$ cat src/hdl/vrrl_pkg.sv
// ----------------------------------------------------------------------------
// vrrl_pkg
// Shared constants, codes and controller/datapath interface types for the
// variable-length record ring log.
// ----------------------------------------------------------------------------
package vrrl_pkg;

    localparam int BUF_WORDS        = 1024;   // power of two, 256 .. 65536
    localparam int MAX_RECORD_WORDS = 32;
    localparam int WORD_BITS        = 32;

    localparam int IDX_W  = $clog2(BUF_WORDS);
    localparam int LEN_W  = 6;
    localparam int SIZE_W = LEN_W + 2;
    localparam int SEQ_W  = 64;
    localparam int CMD_W  = 3;
    localparam int ST_W   = 3;
    localparam int OUT_W  = 32;

    localparam int IN_DATA_W  = ((LEN_W + OUT_W + 7) / 8) * 8;
    localparam int OUT_DATA_W = ((OUT_W + 2 + 7) / 8) * 8;

    typedef enum logic [CMD_W-1:0] {
        CMD_APPEND_START = 3'd0,
        CMD_APPEND_WORD  = 3'd1,
        CMD_READ_NEXT    = 3'd2,
        CMD_SEEK_FIRST   = 3'd3,
        CMD_SEEK_END     = 3'd4,
        CMD_POLL         = 3'd5
    } cmd_t;

    localparam logic [ST_W-1:0] ST_ACCEPTED = 3'd0;
    localparam logic [ST_W-1:0] ST_WORD     = 3'd1;
    localparam logic [ST_W-1:0] ST_EMPTY    = 3'd2;
    localparam logic [ST_W-1:0] ST_LOST     = 3'd3;
    localparam logic [ST_W-1:0] ST_POLL     = 3'd4;

    typedef enum logic [4:0] {
        OP_NONE,
        OP_LATCH,
        OP_RES_RD_OLD,
        OP_RES_RD_ZERO,
        OP_RES_DROP,
        OP_WRAP,
        OP_HDR,
        OP_WORD,
        OP_EMPTY,
        OP_OVERRUN,
        OP_SEEK_FIRST,
        OP_SEEK_END,
        OP_POLL,
        OP_RD_HDR,
        OP_RD_HDR0,
        OP_RD_LEN,
        OP_RD_WORD_ADDR,
        OP_RD_WORD_EMIT
    } op_t;

    typedef struct packed {
        op_t op;
    } dp_cmd_t;

    typedef struct packed {
        logic [CMD_W-1:0] cmd;
        logic             res_done;
        logic             need_wrap;
        logic             mem_zero;
        logic             wtf_zero;
        logic             rd_empty;
        logic             rd_lost;
        logic             rd_last;
        logic             out_free;
    } dp_status_t;

endpackage

$ cat src/hdl/vrrl_ctrl.sv
// ----------------------------------------------------------------------------
// vrrl_ctrl
// Sequencer for the ring log: decodes each command and steps the datapath
// through reservation, append, read and cursor operations.
// ----------------------------------------------------------------------------
module vrrl_ctrl
(
    input  logic                  clk,
    input  logic                  rst_n,
    input  logic                  in_valid,
    output logic                  in_ready,
    input  vrrl_pkg::dp_status_t  st,
    output vrrl_pkg::dp_cmd_t     dcmd
);
    import vrrl_pkg::*;

    typedef enum logic [3:0] {
        S_IDLE,
        S_DECODE,
        S_RES_CHECK,
        S_RES_M1,
        S_RES_M2,
        S_WRAP,
        S_HDR,
        S_WORD,
        S_READ,
        S_RD_M1,
        S_RD_M2,
        S_RD_ADDR,
        S_RD_DATA,
        S_EXEC
    } state_t;

    state_t state_reg;
    state_t state_next;
    op_t    op;

    assign in_ready = (state_reg == S_IDLE);
    assign dcmd.op  = op;

    always_comb
    begin
        state_next = state_reg;
        op         = OP_NONE;
        unique case (state_reg)
            S_IDLE:
            begin
                if (in_valid)
                begin
                    op         = OP_LATCH;
                    state_next = S_DECODE;
                end
            end
            S_DECODE:
            begin
                priority case (st.cmd)
                    CMD_APPEND_START: state_next = S_RES_CHECK;
                    CMD_APPEND_WORD:  state_next = S_WORD;
                    CMD_READ_NEXT:    state_next = S_READ;
                    CMD_SEEK_FIRST,
                    CMD_SEEK_END,
                    CMD_POLL:         state_next = S_EXEC;
                    default:          state_next = S_IDLE;
                endcase
            end
            S_RES_CHECK:
            begin
                if (st.res_done)
                begin
                    state_next = st.need_wrap ? S_WRAP : S_HDR;
                end
                else
                begin
                    op         = OP_RES_RD_OLD;
                    state_next = S_RES_M1;
                end
            end
            S_RES_M1:
            begin
                if (st.mem_zero)
                begin
                    op         = OP_RES_RD_ZERO;
                    state_next = S_RES_M2;
                end
                else
                begin
                    op         = OP_RES_DROP;
                    state_next = S_RES_CHECK;
                end
            end
            S_RES_M2:
            begin
                op         = OP_RES_DROP;
                state_next = S_RES_CHECK;
            end
            S_WRAP:
            begin
                op         = OP_WRAP;
                state_next = S_HDR;
            end
            S_HDR:
            begin
                if (st.out_free)
                begin
                    op         = OP_HDR;
                    state_next = S_IDLE;
                end
            end
            S_WORD:
            begin
                if (st.wtf_zero)
                begin
                    state_next = S_IDLE;
                end
                else if (st.out_free)
                begin
                    op         = OP_WORD;
                    state_next = S_IDLE;
                end
            end
            S_READ:
            begin
                if (st.rd_empty)
                begin
                    if (st.out_free)
                    begin
                        op         = OP_EMPTY;
                        state_next = S_IDLE;
                    end
                end
                else if (st.rd_lost)
                begin
                    if (st.out_free)
                    begin
                        op         = OP_OVERRUN;
                        state_next = S_IDLE;
                    end
                end
                else
                begin
                    op         = OP_RD_HDR;
                    state_next = S_RD_M1;
                end
            end
            S_RD_M1:
            begin
                if (st.mem_zero)
                begin
                    op         = OP_RD_HDR0;
                    state_next = S_RD_M2;
                end
                else
                begin
                    op         = OP_RD_LEN;
                    state_next = S_RD_ADDR;
                end
            end
            S_RD_M2:
            begin
                op         = OP_RD_LEN;
                state_next = S_RD_ADDR;
            end
            S_RD_ADDR:
            begin
                op         = OP_RD_WORD_ADDR;
                state_next = S_RD_DATA;
            end
            S_RD_DATA:
            begin
                if (st.out_free)
                begin
                    op         = OP_RD_WORD_EMIT;
                    state_next = st.rd_last ? S_IDLE : S_RD_ADDR;
                end
            end
            S_EXEC:
            begin
                if (st.out_free)
                begin
                    state_next = S_IDLE;
                    priority case (st.cmd)
                        CMD_SEEK_FIRST: op = OP_SEEK_FIRST;
                        CMD_SEEK_END:   op = OP_SEEK_END;
                        default:        op = OP_POLL;
                    endcase
                end
            end
            default:
            begin
                state_next = S_IDLE;
            end
        endcase
    end

    always_ff @(posedge clk or negedge rst_n)
    begin
        if (!rst_n)
        begin
            state_reg <= S_IDLE;
        end
        else
        begin
            state_reg <= state_next;
        end
    end

endmodule

$ cat config.mk
export PLATFORM = sky130hd
export DESIGN_NAME = vrrl_ctrl
export DESIGN_NICKNAME = d
export VERILOG_FILES = /design/src/hdl/vrrl_pkg.sv /design/src/hdl/vrrl_ctrl.sv
export SDC_FILE = /design/constraint.sdc
export NUM_CORES = 1
export LEC_CHECK = 0
export ABC_CLOCK_PERIOD_IN_PS = 2100
export BUFFER_PORTS_ARGS = -buffer_cell sky130_fd_sc_hd__buf_2
export CAP_MARGIN = 0
export CORE_MARGIN = 3
export CORE_UTILIZATION = 49
export DETAILED_ROUTE_END_ITERATION = 12
export HOLD_SLACK_MARGIN = 0.12
export PLACE_DENSITY = 0.74
export REMOVE_ABC_BUFFERS = 1
export SYNTH_ARGS = -nofsm -noshare
export SYNTH_HDL_FRONTEND = slang
export SYNTH_SLANG_ARGS = --single-unit
$ cat constraint.sdc
create_clock -name clk -period 2.1 [get_ports clk]
set_clock_uncertainty 0.15 [all_clocks]
set_input_delay 0 -clock clk [delete_from_list [all_inputs] [get_ports clk]]
set_output_delay 0 -clock clk [all_outputs]
set_load 0.02 [all_outputs]
==> qor.csv <==
stage;metric;value;unit
outcome;status;finished, final reports clean;
drt;DR vias/cell;6.25;
setup_path;crit path cell chain;buf_4, nor2b_1, a32oi_1, or4b_1, buf_2;
sta;setup_tns;0;ns
power_and_ir_drop;P_leak;0.410;nW
global_routing;largest net degree at the start of global routing;14;
logic_synthesis;Synth Flop Type;dfrtp_1;
setup_path;critical path arrival;1.89;ns
logic_synthesis;asr flop ratio synth;1.00;
logic_synthesis;Unique masters post-synth;41;
power_and_ir_drop;Worst VDD drop;0.828;mV
setup_path;CP peak stage delay;0.46;ns
sta;f_max;489;MHz
final_layout;layout cells sized above 1;0.261;
setup_path;startpoint types;flop;
setup_path;CP required;1.95;ns
final_layout;fill cell count;92;
setup_path;kind of critical path;flop to output port;
sta;pins over their slew limit;0;
die;Initial Util;0.548;
cts;Worst-path clk slew;0.03;ns
worst_hold_path;HP Class;primary input to flop;
cts;clk sinks;4;
sta;period utilization;0.973;
die;Die X;42.2;um
logic_synthesis;syn avg cell area;7.05;sq um
cts;Inserted Clock Buffers;3;
cts;htree depth;1;
final_layout;Layout area overhead;32.7;%
setup_path;CP Capture Type;output port;
logic_synthesis;Seq/Total Area, Yosys;0.156;
place;Final HPWL DP;1.49;mm
global_routing;first-pass GRT wire length;3.44;mm
cts;CTS root buffer;clkbuf_4;
power_and_ir_drop;Power Density;1290;mW/mm^2
job;Max Cap Violations;0;
logic_synthesis;Post-synth EDFFs;0;
global_routing;vias in the first global route;812;
logic_synthesis;Cell Area, Synth;642;sq um
logic_synthesis;#FFs+latches synth;4;
cts;TritonCTS clock tree;yes;
final_layout;max reg flops;4;
cts;CTS max path bufs;2;
die;Die Y;42.2;um
global_routing;GRT Overall Usage;0.236;
setup_path;crit path max fanout;12;
power_and_ir_drop;Power Total;1.10;mW
sta;RSZ-0062 raised after global routing;no;
sta;endpoints failing hold;0;
global_routing;initial antenna violation count;0;
die;core box area;0.00117;sq mm
place;I/O Buffers;19;
die;num ports;20;
sta;final setup vio count;0;
logic_synthesis;Post-Syn Instances;91;
sta;Least-Margin Pin Slew;0.509;ns
die;Rows;12;
final_layout;fin nets;135;
drt;antenna viol nets, final;0;
drt;DR pass1 iterations;4;
drt;DR WL/cell;15.1;um
drt;DRC;0;
drt;Routed WL;2.01;mm
global_routing;GRT overflow;0;
sta;slew margin rel.;0.652;
drt;drt first-iter violations;36;
logic_synthesis;Yosys warnings;0;
drt;via count;831;
die;DIE AREA;0.00178;sq mm
setup_path;Slowest-stage cell, CP;or4b_1;
place;Final GP Congestion;0.942;
final_layout;Ant. Diodes;0;
sta;post-route minimum period;2.04;ns
cts;clk_lat worst skew;0.23;ns
## what timing repair did
| item | CTS | global route |
|---|---|---|
| hold endpoints to repair | 6 | 0 |
| hold buffers | 4 | 0 |
| gates resized for setup | 0 | 2 |
| buffers inserted | 0 | 0 |
| setup endpoints to repair | 0 | 1 |
## placed cells by master (no fill, tap or decap), types with 2 or more instances in the layout
cell	synthesis	routed
o211a_1	3	3
o211ai_1	2	2
o21ai_0	2	2
a21oi_1	5	5
nor3_1	4	4
dfrtp_1	4	2
dlygate4sd3_1	0	4
and2b_1	2	2
a221o_1	2	2
clkbuf_4	0	3
a21o_1	2	2
or3_1	4	4
nor2_1	8	8
nand2_1	5	5
inv_1	5	5
buf_2	1	19
nor2b_1	10	10
dfrtp_2	0	2
nand3_1	2	2
nand2b_1	4	4
buf_4	0	7
## metrics by stage
step	hold WS [ns]	instances	util	cell area, sq um	setup WS, ns
finish	0.148	133	0.728	852	0.0565
global route	0.169	133	0.728	852	0.00213
CTS	0.140	133	0.725	850	0.0661
detailed placement	-0.341	126	0.672	787	0.338
global placement	-0.344	126	0.672	787	0.357
floorplan	-0.446	86	-	622	0.385
## power breakdown
| group | internal [mW] | switching [mW] |
|---|---|---|
| Combinational | 0.363 | 0.443 |
| Sequential | 0.116 | 0.0870 |
| Clock | 0.0638 | 0.0289 |
| Total | 0.543 | 0.559 |
## synthesized netlist by cell type, types with 2 or more instances
cell / instances / area (sq um)
o211a_1: 3 / 30.0
clkbuf_1: 3 / 11.3
inv_1: 5 / 18.8
dfrtp_1: 4 / 100
or3_1: 4 / 25.0
nor2_1: 8 / 30.0
o211ai_1: 2 / 15.0
nor3_1: 4 / 20.0
nor2b_1: 10 / 62.6
and2b_1: 2 / 15.0
nand2b_1: 4 / 25.0
a21oi_1: 5 / 25.0
a21o_1: 2 / 15.0
a221o_1: 2 / 20.0
nand2_1: 5 / 18.8
nand3_1: 2 / 10.0
o21ai_0: 2 / 10.0
## cell families after synthesis
group / after synthesis / synth area share
buffers and inverters: 10 / 0.0604
DFF: 4 / 0.156
and+or+nand+nor: 45 / 0.396
AOI/OAI and AO/OA: 32 / 0.388
## final cells by class
class / instances / area (sq um) / share of cell area
Sequential cell: 4 / 103 / 0.120
Clock buffer: 3 / 22.5 / 0.0264
Multi-Input combinational cell: 77 / 503 / 0.590
Timing Repair Buffer: 30 / 188 / 0.220
Tap cell: 14 / 17.5 / 0.0206
Inverter: 5 / 18.8 / 0.0220
## final timing paths
check,startpoint,end,slack [ns],cells after the start
min in group asynchronous,rst_n,state_reg[2]$_DFFE_PN0P_,0.52,3
hold / removal,in_valid,state_reg[3]$_DFFE_PN0P_,0.15,5
max in group asynchronous,rst_n,state_reg[1]$_DFFE_PN0P_,1.08,3
setup reg to reg,state_reg[2]$_DFFE_PN0P_,state_reg[3]$_DFFE_PN0P_,0.38,5
hold reg to reg,state_reg[1]$_DFFE_PN0P_,state_reg[2]$_DFFE_PN0P_,0.59,2
setup / recovery,state_reg[3]$_DFFE_PN0P_,dcmd[2],0.06,5
## layer usage
metal  track usage  vias to the layer above  routed length [um]  part of all wire
li1              -                      403                   -                 -
met5             0                        -                   0                 0
met1         0.290                      395                 880              0.44
met3        0.0472                        0                 144             0.072
met2         0.395                       33                 985              0.49
met4        0.0994                        0                   0                 0
## critical path, delay by kind of cell (launching register included)
| family | cells | cell delay (ns) |
|---|---|---|
| simple gates | 2 | 0.66 |
| flops | 1 | 0.39 |
| buf+inv | 2 | 0.36 |
| compound gates | 1 | 0.25 |
(Power assumes the default switching activity.)
